<file path="config.mk">
export PLATFORM = sky130hd
export DESIGN_NAME = utf16_to_utf8_transcoder
export DESIGN_NICKNAME = d
export VERILOG_FILES = /design/src/hdl/u2u8_pkg.sv /design/src/hdl/u2u8_front.sv /design/src/hdl/u2u8_queue.sv /design/src/hdl/u2u8_back.sv /design/src/hdl/utf16_to_utf8_transcoder.sv
export SDC_FILE = /design/constraint.sdc
export NUM_CORES = 1
export LEC_CHECK = 0
export CAP_MARGIN = 15
export CORE_MARGIN = 3
export CORE_UTILIZATION = 55
export DETAILED_ROUTE_END_ITERATION = 8
export DONT_BUFFER_PORTS = 1
export HOLD_SLACK_MARGIN = 0.06
export PLACE_DENSITY_LB_ADDON = 0.15
export SYNTH_ARGS = -nofsm -noshare
export SYNTH_HDL_FRONTEND = slang
export SYNTH_HIERARCHICAL = 1
export SYNTH_SLANG_ARGS = --single-unit
</file>
<file path="constraint.sdc">
create_clock -name clk_i -period 2.9 [get_ports clk_i]
set_input_delay 0.58 -clock clk_i [delete_from_list [all_inputs] [get_ports clk_i]]
set_output_delay 0.58 -clock clk_i [all_outputs]
set_load 0.1 [all_outputs]
</file>
<file path="src/hdl/u2u8_pkg.sv">
`timescale 1ns / 1ps
`default_nettype none

package u2u8_pkg;

  localparam int unsigned QueueDepth = 2;

  typedef struct packed {
    logic [15:0] code_unit;
    logic        end_of_text;
  } in_item_t;

  typedef struct packed {
    logic [7:0] out_byte;
    logic       last_of_run;
    logic       text_end;
    logic       error;
  } out_item_t;

  typedef enum logic [1:0] {
    LEN_ONE   = 2'd0,
    LEN_TWO   = 2'd1,
    LEN_THREE = 2'd2,
    LEN_FOUR  = 2'd3
  } len_e;

  typedef struct packed {
    logic [20:0] code_point;
    len_e        len;
    logic        eot;
    logic        err;
  } job_t;

  function automatic logic [7:0] enc_byte(input logic [20:0] cp, input len_e len,
                                          input logic [1:0] idx);
    logic [7:0] b;
    b = 8'h00;
    case (len)
      LEN_ONE: b = {1'b0, cp[6:0]};
      LEN_TWO: begin
        case (idx)
          2'd0:    b = {3'b110, cp[10:6]};
          default: b = {2'b10, cp[5:0]};
        endcase
      end
      LEN_THREE: begin
        case (idx)
          2'd0:    b = {4'b1110, cp[15:12]};
          2'd1:    b = {2'b10, cp[11:6]};
          default: b = {2'b10, cp[5:0]};
        endcase
      end
      LEN_FOUR: begin
        case (idx)
          2'd0:    b = {5'b11110, cp[20:18]};
          2'd1:    b = {2'b10, cp[17:12]};
          2'd2:    b = {2'b10, cp[11:6]};
          default: b = {2'b10, cp[5:0]};
        endcase
      end
      default: b = 8'h00;
    endcase
    return b;
  endfunction

endpackage

`default_nettype wire

</file>
<file path="src/hdl/u2u8_front.sv">
`timescale 1ns / 1ps
`default_nettype none

module u2u8_front (
  input  wire logic              clk_i,
  input  wire logic              rst_ni,
  input  wire logic              in_valid_i,
  output logic                   in_stall_o,
  input  wire u2u8_pkg::in_item_t in_data_i,
  output logic                   push_o,
  output u2u8_pkg::job_t         job_o,
  input  wire logic              full_i
);

  logic       pending_q, pending_d;
  logic [9:0] high_q, high_d;
  logic       failed_q, failed_d;
  logic       accept;
  logic       is_high;
  logic       is_low;
  logic       eot;
  logic [15:0] cu;

  assign in_stall_o = full_i;
  assign accept     = in_valid_i && !full_i;
  assign cu         = in_data_i.code_unit;
  assign eot        = in_data_i.end_of_text;
  assign is_high    = (cu[15:10] == 6'b110110);
  assign is_low     = (cu[15:10] == 6'b110111);

  always_comb begin
    pending_d        = pending_q;
    high_d           = high_q;
    failed_d         = failed_q;
    push_o           = 1'b0;
    job_o.code_point = {5'd0, cu};
    job_o.len        = u2u8_pkg::LEN_ONE;
    job_o.eot        = eot;
    job_o.err        = 1'b0;
    if (accept) begin
      if (failed_q || (pending_q && !is_low) || (!pending_q && is_low)) begin
        push_o    = eot;
        job_o.err = 1'b1;
        failed_d  = 1'b1;
        pending_d = 1'b0;
        high_d    = 10'd0;
      end else if (pending_q) begin
        push_o           = 1'b1;
        job_o.code_point = 21'h10000 + {1'b0, high_q, cu[9:0]};
        job_o.len        = u2u8_pkg::LEN_FOUR;
        pending_d        = 1'b0;
        high_d           = 10'd0;
      end else if (is_high) begin
        if (eot) begin
          push_o    = 1'b1;
          job_o.err = 1'b1;
        end else begin
          pending_d = 1'b1;
          high_d    = cu[9:0];
        end
      end else begin
        push_o = 1'b1;
        if (cu < 16'h0080) begin
          job_o.len = u2u8_pkg::LEN_ONE;
        end else if (cu < 16'h0800) begin
          job_o.len = u2u8_pkg::LEN_TWO;
        end else begin
          job_o.len = u2u8_pkg::LEN_THREE;
        end
      end
      if (eot) begin
        pending_d = 1'b0;
        high_d    = 10'd0;
        failed_d  = 1'b0;
      end
    end
  end

  always_ff @(posedge clk_i or negedge rst_ni) begin
    if (!rst_ni) begin
      pending_q <= 1'b0;
      high_q    <= 10'd0;
      failed_q  <= 1'b0;
    end else begin
      pending_q <= pending_d;
      high_q    <= high_d;
      failed_q  <= failed_d;
    end
  end

endmodule

`default_nettype wire

</file>
<file path="src/hdl/u2u8_queue.sv">
`timescale 1ns / 1ps
`default_nettype none

module u2u8_queue (
  input  wire logic           clk_i,
  input  wire logic           rst_ni,
  input  wire logic           push_i,
  input  wire u2u8_pkg::job_t job_i,
  output logic                full_o,
  output logic                empty_o,
  input  wire logic           pop_i,
  output u2u8_pkg::job_t      head_o
);

  localparam int unsigned PtrW = $clog2(u2u8_pkg::QueueDepth);
  localparam int unsigned CntW = $clog2(u2u8_pkg::QueueDepth + 1);

  u2u8_pkg::job_t slot_q [u2u8_pkg::QueueDepth];
  logic [PtrW-1:0] wr_ptr_q, rd_ptr_q;
  logic [CntW-1:0] count_q;
  logic            do_push;
  logic            do_pop;

  assign full_o  = (count_q == CntW'(u2u8_pkg::QueueDepth));
  assign empty_o = (count_q == '0);
  assign head_o  = slot_q[rd_ptr_q];
  assign do_push = push_i && !full_o;
  assign do_pop  = pop_i && !empty_o;

  always_ff @(posedge clk_i) begin
    if (do_push) begin
      slot_q[wr_ptr_q] <= job_i;
    end
  end

  always_ff @(posedge clk_i or negedge rst_ni) begin
    if (!rst_ni) begin
      wr_ptr_q <= '0;
      rd_ptr_q <= '0;
      count_q  <= '0;
    end else begin
      if (do_push) begin
        wr_ptr_q <= (wr_ptr_q == PtrW'(u2u8_pkg::QueueDepth - 1)) ? '0 : wr_ptr_q + 1'b1;
      end
      if (do_pop) begin
        rd_ptr_q <= (rd_ptr_q == PtrW'(u2u8_pkg::QueueDepth - 1)) ? '0 : rd_ptr_q + 1'b1;
      end
      if (do_push && !do_pop) begin
        count_q <= count_q + 1'b1;
      end else if (do_pop && !do_push) begin
        count_q <= count_q - 1'b1;
      end
    end
  end

endmodule

`default_nettype wire

</file>
<file path="src/hdl/u2u8_back.sv">
`timescale 1ns / 1ps
`default_nettype none

module u2u8_back (
  input  wire logic           clk_i,
  input  wire logic           rst_ni,
  input  wire logic           empty_i,
  input  wire u2u8_pkg::job_t head_i,
  output logic                pop_o,
  output logic                out_valid_o,
  input  wire logic           out_stall_i,
  output u2u8_pkg::out_item_t out_data_o
);

  logic                valid_q;
  u2u8_pkg::out_item_t data_q, data_d;
  logic [1:0]          idx_q;
  logic                load;
  logic                take;
  logic                last;

  assign load  = !valid_q || !out_stall_i;
  assign take  = load && !empty_i;
  assign last  = (idx_q == 2'(head_i.len));
  assign pop_o = take && last;

  always_comb begin
    data_d.out_byte    = head_i.err ? 8'h00
                                    : u2u8_pkg::enc_byte(head_i.code_point, head_i.len, idx_q);
    data_d.last_of_run = last;
    data_d.text_end    = last && head_i.eot;
    data_d.error       = head_i.err;
  end

  always_ff @(posedge clk_i) begin
    if (take) begin
      data_q <= data_d;
    end
  end

  always_ff @(posedge clk_i or negedge rst_ni) begin
    if (!rst_ni) begin
      valid_q <= 1'b0;
      idx_q   <= 2'd0;
    end else begin
      if (load) begin
        valid_q <= !empty_i;
      end
      if (take) begin
        idx_q <= last ? 2'd0 : idx_q + 2'd1;
      end
    end
  end

  assign out_valid_o = valid_q;
  assign out_data_o  = data_q;

endmodule

`default_nettype wire

</file>
<file path="src/hdl/utf16_to_utf8_transcoder.sv">
// Channel  Direction  Handshake               Payload
// in       input      in_valid_i / in_stall_o  in_data_i (code_unit, end_of_text)
// out      output     out_valid_o / out_stall_i out_data_o (out_byte, last_of_run,
//                                              text_end, error)
//
// The front accepts one code unit per cycle while its two-entry job queue has room.
// The back gives one UTF-8 byte per cycle while the output is not stalled, and a unit
// gives one to four bytes; the output byte stream sets the sustained rate.
// A held high surrogate or a non-final unit of a failed text gives no output transaction.
// Reset clears the surrogate state, the queue and the output valid flag at once.
// A stall on the output backs up into the queue and then stalls the input.
`timescale 1ns / 1ps
`default_nettype none

module utf16_to_utf8_transcoder (
  input  wire logic                clk_i,
  input  wire logic                rst_ni,
  input  wire logic                in_valid_i,
  output logic                     in_stall_o,
  input  wire u2u8_pkg::in_item_t  in_data_i,
  output logic                     out_valid_o,
  input  wire logic                out_stall_i,
  output u2u8_pkg::out_item_t      out_data_o
);

  logic           push;
  logic           full;
  logic           empty;
  logic           pop;
  u2u8_pkg::job_t job;
  u2u8_pkg::job_t head;

  u2u8_front u_front (
    .clk_i      (clk_i),
    .rst_ni     (rst_ni),
    .in_valid_i (in_valid_i),
    .in_stall_o (in_stall_o),
    .in_data_i  (in_data_i),
    .push_o     (push),
    .job_o      (job),
    .full_i     (full)
  );

  u2u8_queue u_queue (
    .clk_i   (clk_i),
    .rst_ni  (rst_ni),
    .push_i  (push),
    .job_i   (job),
    .full_o  (full),
    .empty_o (empty),
    .pop_i   (pop),
    .head_o  (head)
  );

  u2u8_back u_back (
    .clk_i       (clk_i),
    .rst_ni      (rst_ni),
    .empty_i     (empty),
    .head_i      (head),
    .pop_o       (pop),
    .out_valid_o (out_valid_o),
    .out_stall_i (out_stall_i),
    .out_data_o  (out_data_o)
  );

endmodule

`default_nettype wire

</file>
==> flow_summary.rst <==
.. list-table::
   :header-rows: 1

   * - Metric
     - Value
   * - Worst-path cell chain
     - buf_4 > mux2_2 > mux2_4 > a32oi_1 > nor3_1 > a221o_1
   * - Largest family of logic cells by synthesized area
     - multiplexers
   * - Total core area
     - 0.00694 mm^2
   * - Clk buf depth
     - 2
   * - Number of I/O port buffers
     - 0
   * - Fraction of final layout cells with drive strength greater than 1
     - 18.3%
   * - Max transition margin
     - 36.1%
   * - Clock Sink Count
     - 80
   * - Area of the mapped netlist
     - 0.00401 mm^2
   * - Fraction of the cycle the final worst path needs
     - 81.3%
   * - Largest net degree at the start of global routing
     - 26
   * - Simple logic cell fraction of the synthesized area
     - 9.68%
   * - Net count reported at finish
     - 328
   * - Starting DRC count in detailed routing
     - 130
   * - Hold Crit Depth
     - 0
   * - Post-route clock skew
     - 12.3 ps
   * - Synth-to-layout area growth
     - 5.06%
   * - #FFs+latches synth
     - 80
   * - P per Cell Area
     - 1120 mW/mm^2
   * - Remaining global-route overflow
     - 0
   * - GR Util All Layers
     - 18.3%
   * - Crit Path Category
     - flop to flop
   * - DRT Wirelength
     - 7170 um
   * - Sequential fraction of the synthesis area
     - 57.6%
   * - CP max stage cell
     - dfrtp_1
   * - Via-to-Cell Ratio
     - 5.74
   * - Placed wire-length estimate after detailed placement
     - 5060 um
   * - Overall via count from detail_route
     - 2,308
   * - Starting Density
     - 57.7%
   * - Number of cells produced by synthesis
     - 306
   * - Num CTS Buffers
     - 9
   * - Hold Violations, Final
     - 0
   * - Class of the tightest hold or removal check
     - input port to flop
   * - Worst-Margin Slew
     - 955 ps
   * - Number of antenna diodes
     - 0
   * - Critical path origin
     - u_queue/rd_ptr_q$_DFFE_PN0P_
   * - Adder and majority gate portion of the synthesized area
     - 1.87%
   * - Number of setup violations in the final report
     - 0
   * - Launching element type of the critical path
     - flop
   * - First-pass GRT wire length
     - 11,700 um
   * - Setup slack on the worst flop-to-flop path
     - 540 ps
   * - Final critical delay including setup and external delays
     - 2360 ps
   * - Worst path max stage delay
     - 510 ps
   * - Final worst setup slack
     - 543 ps
   * - Clock tree from TritonCTS
     - done
   * - Worst reg2reg path endpoint
     - u_back/out_data_o[7]$_SDFFCE_PP0P_
   * - Floorplan row count
     - 30
   * - # resized after CTS
     - 0
   * - Leakage power
     - 1.65 nW
   * - Via count of the first global-routing pass
     - 2,265
   * - Critical path capture point type
     - flop
   * - Area enclosed by the die boundary
     - 0.00835 mm^2
   * - Maxcap violations
     - 0
   * - Maximum clock rate
     - 424 MHz
   * - Register-to-Register Path Depth
     - 6
   * - Compound-gate portion of the synthesized area
     - 10.3%
   * - Worst vdd rail ir drop
     - 0.000686 V
   * - First-pass iteration count of the detailed router
     - 4
   * - Crit path max fanout
     - 20
   * - End of the worst hold path
     - u_queue/slot_q[0][11]$_DFFE_PP_
   * - Avg WL per Cell
     - 17.8 um
   * - Initial antenna violation count
     - 0
   * - Multiplexer area fraction after synthesis
     - 12.7%
   * - Max Slew Vio Count
     - 0
   * - Outcome
     - completed
   * - Unique cell type count in the Yosys netlist
     - 52
   * - Insertion delay of the later-clocked pin in the worst-skew pair
     - 340 ps
   * - Fin cells
     - 402
   * - Master cell of the clock root buffer
     - clkbuf_8
   * - Number of post-CTS setup repair buffers
     - 0
   * - RD Place Congestion
     - 0.773
   * - Number of placed instances, taps included
     - 385
   * - Number of nets with antenna violations after detailed routing
     - 0
   * - CP Data Arrival Time
     - 2450 ps
   * - Hold path start
     - in_data_i[8]
   * - Unrepaired setup endpoints after global routing
     - false
   * - Height of the die
     - 91.4 um
   * - Die outline width
     - 91.4 um
   * - Clock transition at the register clock pins on the worst setup and hold paths after CTS
     - 80 ps
   * - Setup TNS after final layout
     - 0 ps
   * - Synth Warn #
     - 6
   * - Required arrival time at the worst endpoint
     - 2990 ps
   * - Total nets after synthesis
     - 333
   * - Worst reg2reg startpoint
     - u_queue/rd_ptr_q$_DFFE_PN0P_
   * - Dpl ws
     - 575 ps
   * - Share of the synthesized netlist area taken by xor and xnor gates
     - 1.97%
   * - Boundary pin count
     - 34
   * - H-Tree Depth
     - 3
   * - Syn Area/Cell
     - 13.1 um^2
   * - DRC violations left
     - 0
[worst max-delay path by stage]
stage	depth (start not counted)	to	slack [ps]
global route	8	u_queue/count_q[1]$_DFFE_PN0P_	400
finish	6	u_back/out_data_o[7]$_SDFFCE_PP0P_	540
CTS	6	u_back/out_data_o[7]$_SDFFCE_PP0P_	550
global placement	6	u_back/out_data_o[7]$_SDFFCE_PP0P_	650
detailed placement	6	u_back/out_data_o[7]$_SDFFCE_PP0P_	580
floorplan	5	u_queue/slot_q[0][0]$_DFFE_PP_	220
[critical path: cells and delay by family (launching register included)]
kind | cells | cell delay (ps)
buf+inv | 1 | 400
flops | 1 | 510
simple gates | 1 | 70
mux | 2 | 670
compound gates | 2 | 460
[synth_stat cells, drive strengths merged]
library cell   n  area share (%)
buf           21             4.5
clkbuf         4            0.37
a31oi          1            0.16
nor4           3            0.47
or4            2            0.37
xor2           5             1.1
edfxtp        61              46
mux2i         14             3.5
and2b          1            0.25
a21oi          5            0.62
a211oi         3            0.69
a22oi          4            0.75
o21a           4            0.75
and4b          1            0.25
o41a           1            0.28
o211ai         1            0.19
a221o          5             1.2
o221a          2            0.56
nand3          5            0.62
nor3           6            0.87
a21boi         1            0.19
or2            1            0.16
and3           3            0.47
o21ai         17             2.1
nor2b          4            0.62
o21bai         1            0.28
nand3b         2            0.37
a221oi         1            0.22
nand2         25             2.3
a21o           1            0.19
a32oi          1            0.22
mux2          26             9.2
o2111ai        1            0.22
or3            2            0.31
xnor2          4            0.87
a2111oi        1            0.22
o22ai          4            0.62
a222oi         3            0.75
ha             6             1.9
nand2b         4            0.62
dfrtp         19              12
nor2          16             1.5
inv           12             1.1
nand4bb        1            0.28
and2           1            0.16
[per-stage QoR]
| step | total power [mW] | hold WS (ps) | instance area, um^2 | utilization (%) |
|---|---|---|---|---|
| 6_report | 4.72 | 330 | 4210 | 60.6 |
| 5_1_grt | 4.96 | 300 | 4210 | 60.6 |
| 4_1_cts | 4.74 | 307 | 4210 | 60.6 |
| 3_5_place_dp | 3.90 | 285 | 4000 | 57.5 |
| 3_3_place_gp | 3.88 | 285 | 4000 | 57.5 |
| 2_1_floorplan | 3.69 | 284 | 4010 | - |
[layout by cell type, fill, tap and decap left out, drive strengths merged, types with 4 or more instances in the layout]
master / count
nand2: 25
nor3: 6
a221o: 5
buf: 8
o22ai: 4
o21ai: 17
nor2b: 4
dfrtp: 19
nand3: 5
ha: 6
a22oi: 4
edfxtp: 61
xor2: 5
mux2i: 14
xnor2: 4
clkbuf: 10
inv: 13
mux2: 26
nand2b: 4
o21a: 4
nor2: 16
a21oi: 5
[sequential cells by signal (all words and copies together), names as in the netlist, 2 cells and up]
| register | flops |
|---|---|
| u_back/idx_q | 2 |
| u_back/out_data_o | 11 |
| u_queue/count_q | 2 |
| u_front/high_q | 10 |
| u_queue/slot_q | 50 |
[cell type report]
type / instances / area, um^2
fill: 541 / 2730
sequential: 80 / 2310
multi-input combinational: 189 / 1460
clock buffer: 10 / 138
tap: 96 / 120
timing repair buffer: 9 / 70.1
clock inverter: 6 / 67.6
inverter: 12 / 45.0
[routing by layer]
metal  routed length [um]  track usage, %
met1                 3330            24.8
met2                 3210            27.6
met3                  541            5.22
met4                   90            8.04
met5                    0               0
[power breakdown]
group / leakage [nW] / internal [mW] / switching (mW)
sequential: 0.823 / 1.62 / 0.696
combinational: 0.727 / 0.668 / 0.908
clock: 0.0989 / 0.424 / 0.397
[repair_timing]
item	CTS	global route
hold buffers	1	0
endpoints found under the setup margin	0	0
hold endpoints to repair	19	0
[kinds of logic (layout without fill, tap and decap cells)]
| family | Yosys count | count (layout) |
|---|---|---|
| muxes | 40 | 40 |
| and+or+nand+nor | 77 | 77 |
| DFF | 80 | 80 |
| xor gates and xnor gates | 9 | 9 |
| buffers and inverters | 37 | 37 |
| AOI/OAI and AO/OA | 57 | 57 |
| adders and majority gates | 6 | 6 |
(Power assumes the default switching activity.)
